$ cat src/sv/vga_extended_register_port_top_macros.svh
// ----------------------------------------------------------------------------
// vga_extended_register_port_top_macros
// Assertion helpers for the extended register port.
// ----------------------------------------------------------------------------
`ifndef VGA_EXTENDED_REGISTER_PORT_TOP_MACROS_SVH
`define VGA_EXTENDED_REGISTER_PORT_TOP_MACROS_SVH

// same-cycle implication, sampled on clk_i, off during reset
`define VXRP_ASSERT_IMP(label, ante, cons) \
  label: assert property (@(posedge clk_i) disable iff (!rst_ni) (ante) |-> (cons)) \
    else $error("vxrp: implication check failed");

// next-cycle implication, sampled on clk_i, off during reset
`define VXRP_ASSERT_NEXT(label, ante, cons) \
  label: assert property (@(posedge clk_i) disable iff (!rst_ni) (ante) |=> (cons)) \
    else $error("vxrp: next-cycle check failed");

`endif

$ cat src/sv/vxrp_pkg.sv
// ----------------------------------------------------------------------------
// vxrp_pkg
// Constants and helpers for the extended display adapter register port.
// ----------------------------------------------------------------------------
package vxrp_pkg;

  localparam int CrtcEntriesDef = 32;
  localparam int ExtEntriesDef  = 32;

  // configuration port
  localparam int PaddrW = 4;
  localparam int PdataW = 32;

  typedef enum logic [1:0] {
    CFG_COLOR_ADDRESSING = 2'd0,
    CFG_OVERSCAN_COLOR   = 2'd1,
    CFG_DIAG_PLANE_PAIR  = 2'd2
  } cfg_reg_e;

  // i/o ports
  localparam logic [15:0] PortEnable    = 16'h03C3;
  localparam logic [15:0] PortCrtcIndex = 16'h03D4;
  localparam logic [15:0] PortCrtcData  = 16'h03D5;
  localparam logic [15:0] PortStatus    = 16'h03DA;
  localparam logic [15:0] PortExtIndex  = 16'h03DE;
  localparam logic [15:0] PortExtData   = 16'h03DF;
  localparam logic [15:0] PortHiMask    = 16'hFFF0;
  localparam logic [15:0] PortColorBase = 16'h03D0;
  localparam logic [15:0] PortMonoBase  = 16'h03B0;
  localparam logic [15:0] MonoAliasXor  = 16'h0060;

  // fixed file entries
  localparam int CrtcProtEntry      = 17;
  localparam int CrtcPartialEntry   = 7;
  localparam int CrtcNoRetimeLo     = 14;
  localparam int CrtcNoRetimeHi     = 16;
  localparam int ExtIdEntry         = 16;
  localparam int ExtWindowEntry     = 13;
  localparam int ExtBankEntry       = 17;
  localparam int ExtTimingEntry     = 20;

  localparam logic [7:0] ExtIdValue      = 8'h18;
  localparam logic [7:0] ExtEntry0Reset  = 8'h08;
  localparam logic [7:0] DisabledReadVal = 8'hFF;
  localparam logic [7:0] CrtcPartialMask = 8'h10;
  localparam logic [7:0] StatusDiagMask  = 8'h30;
  localparam logic [7:0] RowDoubleMask   = 8'h0C;

  // reset contents of the extended file
  function automatic logic [7:0] ext_reset_value(input int k);
    ext_reset_value = (k == 0) ? ExtEntry0Reset : 8'h00;
  endfunction

  // status bits 5:4 from two planes of the overscan colour
  function automatic logic [1:0] diag_bits(input logic [7:0] color, input logic [1:0] sel);
    logic lo;
    logic hi;
    case (sel)
      2'd0:    begin lo = color[0]; hi = color[2]; end
      2'd1:    begin lo = color[4]; hi = color[5]; end
      2'd2:    begin lo = color[1]; hi = color[3]; end
      2'd3:    begin lo = color[6]; hi = color[7]; end
      default: begin lo = 1'b0;     hi = 1'b0;     end
    endcase
    diag_bits = {hi, lo};
  endfunction

endpackage

$ cat src/sv/vga_extended_register_port_top.sv
// ----------------------------------------------------------------------------
// vga_extended_register_port_top
// CRTC and extended register files behind byte-wide i/o port requests.
// ----------------------------------------------------------------------------
// channel  direction  handshake               payload
// in       slave      in_valid_i / in_stall_o  action, port_addr, write_data,
//                                              timing_status
// out      master     out_valid_o / out_stall_i read_data, passthrough, banks,
//                                              window and timing flags
// cfg      apb slave  psel/penable/pready      color_addressing, overscan_color,
//                                              diag_plane_pair
//
// one request per cycle sustained while out_stall_i is low; held in the input register, then the result register
// the register files update when a request leaves the input register
// reset sets the register files, indices and valid flags at once, no clearing pass
// a stalled result holds in the result register while the input register still
// takes one more request; in_stall_o rises only when both are full
module vga_extended_register_port_top #(
  parameter int CRTC_ENTRIES = vxrp_pkg::CrtcEntriesDef,
  parameter int EXT_ENTRIES  = vxrp_pkg::ExtEntriesDef
) (
  input  logic                        clk_i,
  input  logic                        rst_ni,
  // request channel
  input  logic                        in_valid_i,
  output logic                        in_stall_o,
  input  logic                        action_i,
  input  logic [15:0]                 port_addr_i,
  input  logic [7:0]                  write_data_i,
  input  logic [7:0]                  timing_status_i,
  // result channel
  output logic                        out_valid_o,
  input  logic                        out_stall_i,
  output logic [7:0]                  read_data_o,
  output logic                        passthrough_o,
  output logic [3:0]                  rd_bank_o,
  output logic [3:0]                  wr_bank_o,
  output logic                        window_off_o,
  output logic                        retime_pulse_o,
  output logic                        flipflop_clear_o,
  output logic                        start_high_bit_o,
  output logic                        row_offset_double_o,
  output logic                        interlace_on_o,
  // configuration port
  input  logic                        psel,
  input  logic                        penable,
  input  logic                        pwrite,
  input  logic [vxrp_pkg::PaddrW-1:0] paddr,
  input  logic [vxrp_pkg::PdataW-1:0] pwdata,
  output logic [vxrp_pkg::PdataW-1:0] prdata,
  output logic                        pready
);

  localparam int CIDX_W = $clog2(CRTC_ENTRIES);
  localparam int EIDX_W = $clog2(EXT_ENTRIES);

  // configuration registers
  logic       color_addressing_q;
  logic [7:0] overscan_color_q;
  logic [1:0] diag_plane_pair_q;
  logic       cfg_wr;
  logic [1:0] cfg_sel;

  assign pready  = 1'b1;
  assign cfg_wr  = psel && penable && pwrite && pready;
  assign cfg_sel = paddr[3:2];

  always_ff @(posedge clk_i or negedge rst_ni) begin
    if (!rst_ni) begin
      color_addressing_q <= 1'b1;
      overscan_color_q   <= '0;
      diag_plane_pair_q  <= '0;
    end else if (cfg_wr) begin
      case (cfg_sel)
        vxrp_pkg::CFG_COLOR_ADDRESSING: color_addressing_q <= pwdata[0];
        vxrp_pkg::CFG_OVERSCAN_COLOR:   overscan_color_q   <= pwdata[7:0];
        vxrp_pkg::CFG_DIAG_PLANE_PAIR:  diag_plane_pair_q  <= pwdata[1:0];
        default: ;
      endcase
    end
  end

  always_comb begin
    case (cfg_sel)
      vxrp_pkg::CFG_COLOR_ADDRESSING: prdata = {31'd0, color_addressing_q};
      vxrp_pkg::CFG_OVERSCAN_COLOR:   prdata = {24'd0, overscan_color_q};
      vxrp_pkg::CFG_DIAG_PLANE_PAIR:  prdata = {30'd0, diag_plane_pair_q};
      default:                        prdata = '0;
    endcase
  end

  // input register and handshake
  logic        in_valid_q;
  logic        action_q;
  logic [15:0] port_addr_q;
  logic [7:0]  write_data_q;
  logic [7:0]  timing_status_q;
  logic        out_valid_q;
  logic        advance;
  logic        fire;
  logic        in_take;

  assign advance    = !out_valid_q || !out_stall_i;
  assign fire       = in_valid_q && advance;
  assign in_stall_o = in_valid_q && !advance;
  assign in_take    = in_valid_i && !in_stall_o;

  always_ff @(posedge clk_i or negedge rst_ni) begin
    if (!rst_ni) begin
      in_valid_q <= 1'b0;
    end else if (!in_stall_o) begin
      in_valid_q <= in_valid_i;
    end
  end

  always_ff @(posedge clk_i) begin
    if (in_take) begin
      action_q        <= action_i;
      port_addr_q     <= port_addr_i;
      write_data_q    <= write_data_i;
      timing_status_q <= timing_status_i;
    end
  end

  // architectural state
  logic             port_enable_q;
  logic [7:0]       crtc_index_q;
  logic [7:0]       ext_index_q;
  logic [7:0]       crtc_file_q [CRTC_ENTRIES];
  logic [7:0]       ext_file_q  [EXT_ENTRIES];
  logic [CIDX_W-1:0] crtc_e;
  logic [EIDX_W-1:0] ext_e;

  assign crtc_e = crtc_index_q[CIDX_W-1:0];
  assign ext_e  = ext_index_q[EIDX_W-1:0];

  // decode and per-request work
  logic        active;
  logic        aliased;
  logic [15:0] addr;
  logic        prot;
  logic [7:0]  crtc_cur;
  logic [7:0]  crtc_val;
  logic        enable_wr;
  logic        cidx_wr;
  logic        eidx_wr;
  logic        crtc_wr;
  logic        ext_wr;
  logic [7:0]  rd_d;
  logic        pass_d;
  logic        retime_d;
  logic        ffclr_d;

  assign active  = port_enable_q || (port_addr_q == vxrp_pkg::PortEnable);
  assign aliased = ((port_addr_q & vxrp_pkg::PortHiMask) == vxrp_pkg::PortColorBase
                    || (port_addr_q & vxrp_pkg::PortHiMask) == vxrp_pkg::PortMonoBase)
                   && (port_addr_q < vxrp_pkg::PortExtIndex) && !color_addressing_q;
  assign addr    = aliased ? (port_addr_q ^ vxrp_pkg::MonoAliasXor) : port_addr_q;
  assign prot    = crtc_file_q[CIDX_W'(vxrp_pkg::CrtcProtEntry)][7];
  assign crtc_cur = crtc_file_q[crtc_e];

  always_comb begin
    rd_d      = '0;
    pass_d    = 1'b0;
    retime_d  = 1'b0;
    ffclr_d   = 1'b0;
    enable_wr = 1'b0;
    cidx_wr   = 1'b0;
    eidx_wr   = 1'b0;
    crtc_wr   = 1'b0;
    ext_wr    = 1'b0;
    crtc_val  = write_data_q;
    if (!active) begin
      rd_d = action_q ? 8'h00 : vxrp_pkg::DisabledReadVal;
    end else begin
      case (addr)
        vxrp_pkg::PortEnable: begin
          if (action_q) enable_wr = 1'b1;
          else rd_d = {7'd0, port_enable_q};
        end
        vxrp_pkg::PortCrtcIndex: begin
          if (action_q) cidx_wr = 1'b1;
          else rd_d = crtc_index_q;
        end
        vxrp_pkg::PortCrtcData: begin
          if (!action_q) begin
            rd_d = crtc_cur;
          end else if (!(prot && crtc_e < CIDX_W'(vxrp_pkg::CrtcPartialEntry))) begin
            // protected entry 7 keeps all but its line-compare bit
            if (prot && crtc_e == CIDX_W'(vxrp_pkg::CrtcPartialEntry)) begin
              crtc_val = (crtc_cur & ~vxrp_pkg::CrtcPartialMask)
                         | (write_data_q & vxrp_pkg::CrtcPartialMask);
            end
            retime_d = (crtc_cur != crtc_val)
                       && (crtc_e < CIDX_W'(vxrp_pkg::CrtcNoRetimeLo)
                           || crtc_e > CIDX_W'(vxrp_pkg::CrtcNoRetimeHi));
            crtc_wr  = 1'b1;
            pass_d   = 1'b1;
          end
        end
        vxrp_pkg::PortStatus: begin
          if (action_q) begin
            pass_d = 1'b1;
          end else begin
            ffclr_d = 1'b1;
            rd_d    = (timing_status_q & ~vxrp_pkg::StatusDiagMask)
                      | {2'b00, vxrp_pkg::diag_bits(overscan_color_q, diag_plane_pair_q),
                         4'h0};
          end
        end
        vxrp_pkg::PortExtIndex: begin
          if (action_q) eidx_wr = 1'b1;
          else rd_d = ext_index_q;
        end
        vxrp_pkg::PortExtData: begin
          if (action_q) ext_wr = 1'b1;
          else if (ext_e == EIDX_W'(vxrp_pkg::ExtIdEntry)) rd_d = vxrp_pkg::ExtIdValue;
          else rd_d = ext_file_q[ext_e];
        end
        default: pass_d = 1'b1;
      endcase
    end
  end

  // extended entries as they stand after this request
  logic [7:0] ext_window_nx;
  logic [7:0] ext_bank_nx;
  logic [7:0] ext_timing_nx;

  assign ext_window_nx = (ext_wr && ext_e == EIDX_W'(vxrp_pkg::ExtWindowEntry))
                         ? write_data_q : ext_file_q[EIDX_W'(vxrp_pkg::ExtWindowEntry)];
  assign ext_bank_nx   = (ext_wr && ext_e == EIDX_W'(vxrp_pkg::ExtBankEntry))
                         ? write_data_q : ext_file_q[EIDX_W'(vxrp_pkg::ExtBankEntry)];
  assign ext_timing_nx = (ext_wr && ext_e == EIDX_W'(vxrp_pkg::ExtTimingEntry))
                         ? write_data_q : ext_file_q[EIDX_W'(vxrp_pkg::ExtTimingEntry)];

  always_ff @(posedge clk_i or negedge rst_ni) begin
    if (!rst_ni) begin
      port_enable_q <= 1'b0;
      crtc_index_q  <= '0;
      ext_index_q   <= '0;
      for (int k = 0; k < CRTC_ENTRIES; k++) crtc_file_q[k] <= '0;
      for (int k = 0; k < EXT_ENTRIES; k++) ext_file_q[k] <= vxrp_pkg::ext_reset_value(k);
    end else if (fire) begin
      if (enable_wr) port_enable_q <= write_data_q[0];
      if (cidx_wr) crtc_index_q <= write_data_q;
      if (eidx_wr) ext_index_q <= write_data_q;
      if (crtc_wr) crtc_file_q[crtc_e] <= crtc_val;
      if (ext_wr) ext_file_q[ext_e] <= write_data_q;
    end
  end

  // result register
  logic [7:0] read_data_q;
  logic       passthrough_q;
  logic [3:0] rd_bank_q;
  logic [3:0] wr_bank_q;
  logic       window_off_q;
  logic       retime_pulse_q;
  logic       flipflop_clear_q;
  logic       start_high_bit_q;
  logic       row_offset_double_q;
  logic       interlace_on_q;

  always_ff @(posedge clk_i or negedge rst_ni) begin
    if (!rst_ni) begin
      out_valid_q <= 1'b0;
    end else if (advance) begin
      out_valid_q <= in_valid_q;
    end
  end

  always_ff @(posedge clk_i) begin
    if (fire) begin
      read_data_q         <= rd_d;
      passthrough_q       <= pass_d;
      rd_bank_q           <= ext_bank_nx[3:0];
      wr_bank_q           <= ext_bank_nx[7:4];
      window_off_q        <= ext_window_nx[7];
      retime_pulse_q      <= retime_d;
      flipflop_clear_q    <= ffclr_d;
      start_high_bit_q    <= ext_timing_nx[3];
      row_offset_double_q <= |(ext_window_nx & vxrp_pkg::RowDoubleMask);
      interlace_on_q      <= ext_timing_nx[7];
    end
  end

  assign out_valid_o         = out_valid_q;
  assign read_data_o         = read_data_q;
  assign passthrough_o       = passthrough_q;
  assign rd_bank_o           = rd_bank_q;
  assign wr_bank_o           = wr_bank_q;
  assign window_off_o        = window_off_q;
  assign retime_pulse_o      = retime_pulse_q;
  assign flipflop_clear_o    = flipflop_clear_q;
  assign start_high_bit_o    = start_high_bit_q;
  assign row_offset_double_o = row_offset_double_q;
  assign interlace_on_o      = interlace_on_q;

  `include "vga_extended_register_port_top_macros.svh"

  // a status read is never handed on to the generic core
  `VXRP_ASSERT_IMP(a_ffclr_not_pass, out_valid_q && flipflop_clear_q, !passthrough_q)
  // retiming only comes from a stored crtc write, which always passes through
  `VXRP_ASSERT_IMP(a_retime_pass, out_valid_q && retime_pulse_q, passthrough_q)
  // the input side stalls only behind a held result
  `VXRP_ASSERT_IMP(a_stall_cause, in_stall_o, in_valid_q && out_valid_q && out_stall_i)
  // a disabled block leaves its enable and indices alone
  `VXRP_ASSERT_NEXT(a_disabled_hold, fire && !port_enable_q && port_addr_q != vxrp_pkg::PortEnable, $stable(port_enable_q) && $stable(crtc_index_q) && $stable(ext_index_q))

endmodule
$ cat config.mk
export PLATFORM = sky130hd
export DESIGN_NAME = vga_extended_register_port_top
export DESIGN_NICKNAME = d
export VERILOG_FILES = /design/src/sv/vxrp_pkg.sv /design/src/sv/vga_extended_register_port_top.sv
export VERILOG_INCLUDE_DIRS = /design/src /design/src/sv
export SDC_FILE = /design/constraint.sdc
export NUM_CORES = 1
export LEC_CHECK = 0
export BUFFER_PORTS_ARGS = -buffer_cell sky130_fd_sc_hd__buf_4
export CAP_MARGIN = 0
export CORE_MARGIN = 3
export CORE_UTILIZATION = 55
export CTS_CLUSTER_DIAMETER = 100
export DETAILED_ROUTE_END_ITERATION = 16
export GPL_TIMING_DRIVEN = 0
export PLACE_DENSITY = 0.73
export SETUP_SLACK_MARGIN = 0.2
export SLEW_MARGIN = 15
export SYNTH_ARGS = -nofsm -noshare
export SYNTH_HDL_FRONTEND = slang
export SYNTH_SLANG_ARGS = --single-unit
$ cat constraint.sdc
create_clock -name clk_i -period 3.6 [get_ports clk_i]
set_input_delay 0.72 -clock clk_i [delete_from_list [all_inputs] [get_ports clk_i]]
set_output_delay 0.72 -clock clk_i [all_outputs]
set_load 0.005 [all_outputs]
======== After elaboration in Yosys (flattened, before gate mapping) ========
Cells that the tools add are included.
storage, ports and cells
  output and inout bits ................... 58
  word-level logic and storage cells ...... 207
  register bits after elaboration ......... 598
cells by class
  bitwise logic cells ..................... 4
  equality and inequality tests ........... 19
  reductions and logical operators ........ 37
  $lt $le $gt $ge ......................... 7
  multiplexer cells ....................... 54
operator list
  kind                    count
  $bwmux W256             2
  $mux W8                 23
  $eq A16 B10 Y1 const B  7
  $bmux W8 S5             2
  $demux W8 S5            2
  $pmux W8 S6             1
  $eq A12 B6 Y1 const B   2
  $pmux W8 S3             1
  $mux W1                 19
  $reduce_and A2 Y1       9
  $lt A16 B10 Y1 const B  1
  $eq A5 B5 Y1 const B    3
  $logic_and A1 B1 Y1     13
  $ge A6 B6 Y1 const B    2
  $lt A6 B1 Y1 const B    2
  $not A5 Y6              2
  $ne A8 B8 Y1            1
  $or A8 B6 Y8            1
  $pmux W1 S4             2
  $mux W7                 1
  $eq A2 B2 Y1 const B    3
  $eq A5 B4 Y1 const B    1
  $gt A5 B5 Y1 const B    1
  $logic_not A1 Y1        5
  9 further kinds         15

======== Logic depth before layout (Yosys ltp) ========
  depth after elaboration ................. 12
  gate-level depth with buffers ........... 10
  mapped depth without buffers ............ 7

======== Least setup slack after synthesis ========
No wires, ideal clock.
  kind .................................... input -> register
  from .................................... in out_stall_i
  to ...................................... reg ext_file_q[72] in the netlist's numbering
  data arrival time ....................... 3023 ps
  library setup time ...................... 125 ps
  setup slack ............................. 452 ps
  data required time ...................... 3475 ps
  stages on the path ...................... 7
  path through ............................ nand2_1 and2_0 nand3_4 or4_1 buf_6 nor2_8 mux2_2
on the way
  word-level cells in the longest chain between the ends .. 4
ends and longest elaborated chain
  item                                RTL line                               text
  start, declared                     vga_extended_register_port_top.sv:33   input logic out_stall_i,
  $logic_not A1 Y1                    vga_extended_register_port_top.sv:103  assign advance = !out_valid_q || !out_stall_i;
  $logic_or A1 B1 Y1                  vga_extended_register_port_top.sv:103
  $logic_and A1 B1 Y1                 vga_extended_register_port_top.sv:104  assign fire = in_valid_q && advance;
  net fire                            vga_extended_register_port_top.sv:100  logic fire;
  $reduce_and A2 Y1 (no source line)  -
  end signal, assigned by index       vga_extended_register_port_top.sv:249  if (ext_wr) ext_file_q[ext_e] <= write_data_q;
  end, declared                       vga_extended_register_port_top.sv:130  logic [7:0] ext_file_q [EXT_ENTRIES];
The timed path passes the listed nets, and every way through them passes these cells.
A chain may end at the register's enable or synchronous reset.

======== Worst setup path after layout ========
  from .................................... reg crtc_index_q[0]
  to ...................................... reg retime_pulse_q (netlist: retime_pulse_o), data pin
on the way
  word-level cells in the longest chain between the ends .. 6
  elaborated cells on any way between the ends .. 9
  those cells by class .................... 2 x order compare; 1 x eq/ne; 3 x mux; 1 x bitwise; 2 x reduce/logical
ends and longest elaborated chain
  item                                         RTL line                               text
  start, declared                              vga_extended_register_port_top.sv:127  logic [7:0] crtc_index_q;
  start signal, assigned                       vga_extended_register_port_top.sv:246  if (cidx_wr) crtc_index_q <= write_data_q;
  $not A5 Y6 (implied by the code)             vga_extended_register_port_top.sv:160  assign crtc_cur = crtc_file_q[crtc_e];
  $bmux W8 S5                                  vga_extended_register_port_top.sv:160
  $mux W8 (implied by the code) (2 in series)  vga_extended_register_port_top.sv:160
  $ne A8 B8 Y1                                 vga_extended_register_port_top.sv:194  retime_d = (crtc_cur != crtc_val)
  $logic_and A1 B1 Y1 *                        vga_extended_register_port_top.sv:195  && (crtc_e < CIDX_W'(vxrp_pkg::CrtcNoRetimeLo)
  end signal, assigned                         vga_extended_register_port_top.sv:280  retime_pulse_q <= retime_d;
  end, declared                                vga_extended_register_port_top.sv:259  logic retime_pulse_q;
Mark *: on every way between the ends. The rest lies on a longest branch, timed or not. The select of a mux whose other input is x is not followed.

==> results.md <==
- The run finished with clean final reports.
- The number of DRC violations after detailed routing is 0.
- The post-route core utilization is 63.7%.
- The fraction of power consumed by sequential logic is 51.3%.
- The number of detailed-routing iterations run before antenna repair is 8.
- The worst path in the final design needs a cycle of 3.48 ns, including I/O delays and setup.
- Setup repair after global routing could not meet its margin everywhere.
- The H-tree depth is 2.
- The switching power of the nets is 3.09 mW.
- Setup violations remaining at the end of the flow were counted as 0.
- The critical path capture point type is a flip-flop.
- The first global-routing pass estimated 122000 um of wire.
- The detailed router placed 17500 vias in this run.
- Net switching is 23.0% of the power.
- The detailed-route wire length on metal 1 is 33400 um.
- For this configuration, the core starts out at a cell density of 55.9%.
- STA puts the critical path data arrival time at 3.83 ns.
- The path class of the tightest hold or removal check is in2async.
- The later pin in the worst-skew pair is clocked with a latency of 0.63 ns.
- The clock buffer count from CTS is 59.
- The total internal power is 10.3 mW.
- The layout-stage area growth over the synthesis result is 14.1%.
- Across all register-to-register paths, the minimum setup slack is 0.12 ns.
- Once detailed placement completed, the half-perimeter wirelength came to 57500 um.
- The setup clock skew after layout is 0.0197 ns.
- The worst path meets setup with 0.122 ns of slack.
- In this run the remaining antenna-violating nets after routing total 0.
- The routed design has 82700 um of wire.
- At the worst endpoint, the required time is 3.95 ns.
- The cell count of the worst reg-to-reg path is 9.
- The number of hold violations in the final report is 0.
- The fraction of registers with async set/reset is 91.2%.
- The peak supply drop is 0.447 mV.
- The transition time at the pin with the least slew margin is 1.03 ns.
- The total standard cell area after synthesis is 27400 um2.
- Power spread over the standard cell area amounts to 430 nW/um2.
- The worst flop-to-flop path startpoint is crtc_index_q[0].
- The number of max-slew violations in the final report came to 0.
- Using the TritonRoute via totals, the vias-per-cell ratio works out to 6.34.
- The clock input transition at the sequential cells of the worst setup and hold paths is 0.06 ns.
- The congestion estimate from routability-driven global placement came to 0.995.
- The number of global-route vias before repair is 18100.
- The number of DRC markers after the initial detailed-route iteration is 1956.
- The maximum buffer depth of the clock tree is 3.
- The combinational cell fraction of total power is 4.3%.
- For this design, the sink count on the clock tree is 593.
- The final global-route overflow total is 0.
- The per-cell routed wire length is 30.0 um.
- The root buffer selected by CTS is clkbuf_16.
- The vertical extent of the die is 229 um.
- After synthesis, the netlist uses 68 different library cells.
- The share of the cycle needed by the critical path after routing is 96.6%.
- The worst setup path is launched from a flip-flop.
- The region available for standard cell placement spans 49100 um2.
- The most common flop cell mapped by yosys is dfrtp_1.
- The Yosys step of the flow raised 0 warnings.
- Max-cap violations in this run came to 0.
- The leakage power total is 14.6 nW.
- The routed design uses 39800 um of met2 wire.
- Measured along the x axis, the die boundary spans 229 um.
- Measured against its own limit, the worst slew margin works out to 31.0%.
- Synthesis produced a netlist whose cell count is 1867.
- The number of nets in the final layout is 2116.
- The total die area is 52500 um2.
- The worst-case setup slack after placement is -1.04 ns.
- The part of the total power dissipated in the clock network is 44.4%.
- The initial antenna violation count is 5.
- The average size of a mapped cell is 14.7 um2.
- The topmost layer with routed signal wires is met4.
- The routed length on met3 is 4670 um.
- The setup TNS is 0 ns.
- The number of synthesized register bits is 593.
- Of the cells placed in the final design, the portion with a size suffix greater than 1 is 44.5%.
- Once placement finished, the instance area stood at 29100 um2.
- The synthesized design contains 52 enable-type register cells.
- The number of fill cells in the layout is 3638.
- Entering global routing, the biggest net connects 111 pins.
- The design area is 31300 um2.
- The count of pins on the block boundary is 134.
- The capture point of the worst reg-to-reg path is retime_pulse_o.
- The number of port buffers is 79.
- The number of standard-cell rows in the floorplan is 81.
- In this run the worst path has a maximum fanout of 10.
- TritonCTS built the clock tree.
- The category of the most critical setup path is reg2reg.
- The register area share after synthesis is 55.1%.
- Total power for the finished layout comes to 13.4 mW.
- The global-route usage over all layers is 31.6%.
- Static timing analysis puts the maximum clock frequency at 0.288 GHz.
-- area by class of cell --
class                      count  area (um2)  share of cell area (%)
buffer                       157         827                    2.65
tap                          664         831                    2.66
antenna                        3        7.51                  0.0240
sequential                   593       15100                    48.3
timing repair buffer          89         788                    2.52
inverter                      11        41.3                   0.132
clock inverter                19         140                   0.448
clock buffer                  88        1710                    5.45
multi-input combinational   1129       11800                    37.8
-- power groups by stage --
stage,sequential [mW],combinational [mW],clock [mW]
after floorplan,6.99,0.204,0
after global placement,7.02,0.537,0
after detailed placement,7.02,0.575,0
after CTS,6.89,0.578,6.02
after global routing,6.90,0.620,6.30
final,6.90,0.575,5.96
-- per-layer routing --
metal	vias up	global-route usage, %
li1	7300	-
met1	9240	42.1
met2	700	51.4
met3	214	3.91
met4	0	16.1
met5	-	0
-- metrics by stage --
| step | instances | hold WS (ns) |
|---|---|---|
| after detailed placement | 2639 | 0.474 |
| after global placement | 2633 | 0.462 |
| after floorplan | 1890 | 0.424 |
| final | 2753 | 0.0314 |
| after global routing | 2753 | 0.0595 |
| after CTS | 2747 | 0.0252 |
-- cell usage in the layout (no fill, tap or decap), types with 6 or more instances in the layout --
| cell | count |
|---|---|
| edfxtp_1 | 52 |
| mux2_1 | 14 |
| nor2_4 | 7 |
| nand3_1 | 13 |
| clkbuf_8 | 12 |
| nor2_2 | 7 |
| clkbuf_16 | 59 |
| mux4_2 | 65 |
| dfrtp_1 | 539 |
| clkbuf_1 | 106 |
| conb_1 | 25 |
| a222oi_1 | 7 |
| xor2_1 | 8 |
| nand4_1 | 10 |
| clkinv_2 | 12 |
| o21ai_0 | 13 |
| nand2b_1 | 12 |
| inv_1 | 11 |
| nor4_4 | 6 |
| a22oi_1 | 22 |
| nand4bb_1 | 6 |
| o22ai_1 | 63 |
| mux2i_1 | 130 |
| nand2_2 | 8 |
| clkbuf_4 | 8 |
| buf_4 | 117 |
| nor2_1 | 11 |
| nor2_8 | 8 |
| nor3_1 | 6 |
| nand2_1 | 34 |
| buf_6 | 6 |
| clkbuf_2 | 6 |
| nand4_2 | 12 |
| a21oi_1 | 7 |
| mux2_2 | 528 |
| and2_1 | 10 |
| nor4_1 | 12 |
| buf_2 | 8 |
| nor3_2 | 7 |
-- registers in the layout, indices dropped and copies added, names as in the netlist --
signal               count
in_valid_q               1
color_addressing_q       1
crtc_file_q            256
diag_plane_pair_q        2
write_data_q             8
wr_bank_o                4
timing_status_q          6
flipflop_clear_o         1
port_addr_q             16
crtc_index_q             8
retime_pulse_o           1
rd_bank_o                4
read_data_o              8
port_enable_q            1
ext_file_q             255
passthrough_o            1
window_off_o             1
row_offset_double_o      1
out_valid_o              1
ext_index_q              8
overscan_color_q         8
action_q                 1
-- worst max-delay path by stage --
stage | start | end | slack (ns) | cells after the start
2_1_floorplan | out_stall_i | ext_file_q[72] | 0.45 | 7
3_3_place_gp | rst_ni | ext_file_q[169] | -3.65 | 1
3_5_place_dp | crtc_index_q[0] | retime_pulse_o | -1.04 | 10
4_1_cts | crtc_index_q[0] | retime_pulse_o | 0.18 | 9
5_1_grt | crtc_index_q[0] | retime_pulse_o | 0.1 | 9
6_report | crtc_index_q[0] | retime_pulse_o | 0.12 | 9
-- logic make-up after synthesis --
kind of cell	after synthesis	synth area share [%]
buffers and inverters	168	2.79
AOI/OAI and AO/OA	136	3.35
xor gates and xnor gates	8	0.256
DFF	593	55.1
other	2	0.0274
and+or+nand+nor	221	6.04
muxes	739	32.4
-- synthesized netlist by cell type, types with 12 or more instances --
library cell / count / area share [%]
nand2b_1: 12 / 0.27
nor2_1: 13 / 0.18
nand2_1: 34 / 0.47
mux2i_1: 132 / 4.8
edfxtp_1: 52 / 5.7
buf_1: 17 / 0.23
mux2_1: 14 / 0.58
mux4_2: 65 / 5.3
o22ai_1: 65 / 1.5
dfrtp_1: 539 / 49
mux2_2: 528 / 22
nand3_1: 15 / 0.27
o21ai_0: 13 / 0.24
clkbuf_1: 100 / 1.4
buf_4: 29 / 0.79
a22oi_1: 25 / 0.68
nand4_2: 12 / 0.55
nor4_1: 18 / 0.41
-- critical path: stages, from the launching register on --
cell and delay, ns:
dfrtp_1 0.32, buf_2 0.22, buf_1 0.80, mux2i_1 0.28, o22ai_1 0.14, nor4_1 0.46, nand2_1 0.25, xor2_1 0.21
nor4_1 0.34, a21oi_1 0.19
-- what timing repair did --
action / in CTS / in global routing
gates resized for setup: 67 / 40
setup endpoints to repair: 226 / 102
buffers inserted: 1 / 3
pin swaps: 0 / 1
endpoints found under the hold margin: 0 / 0
hold buffers: 0 / 0
Power figures use the tool's default switching activity.
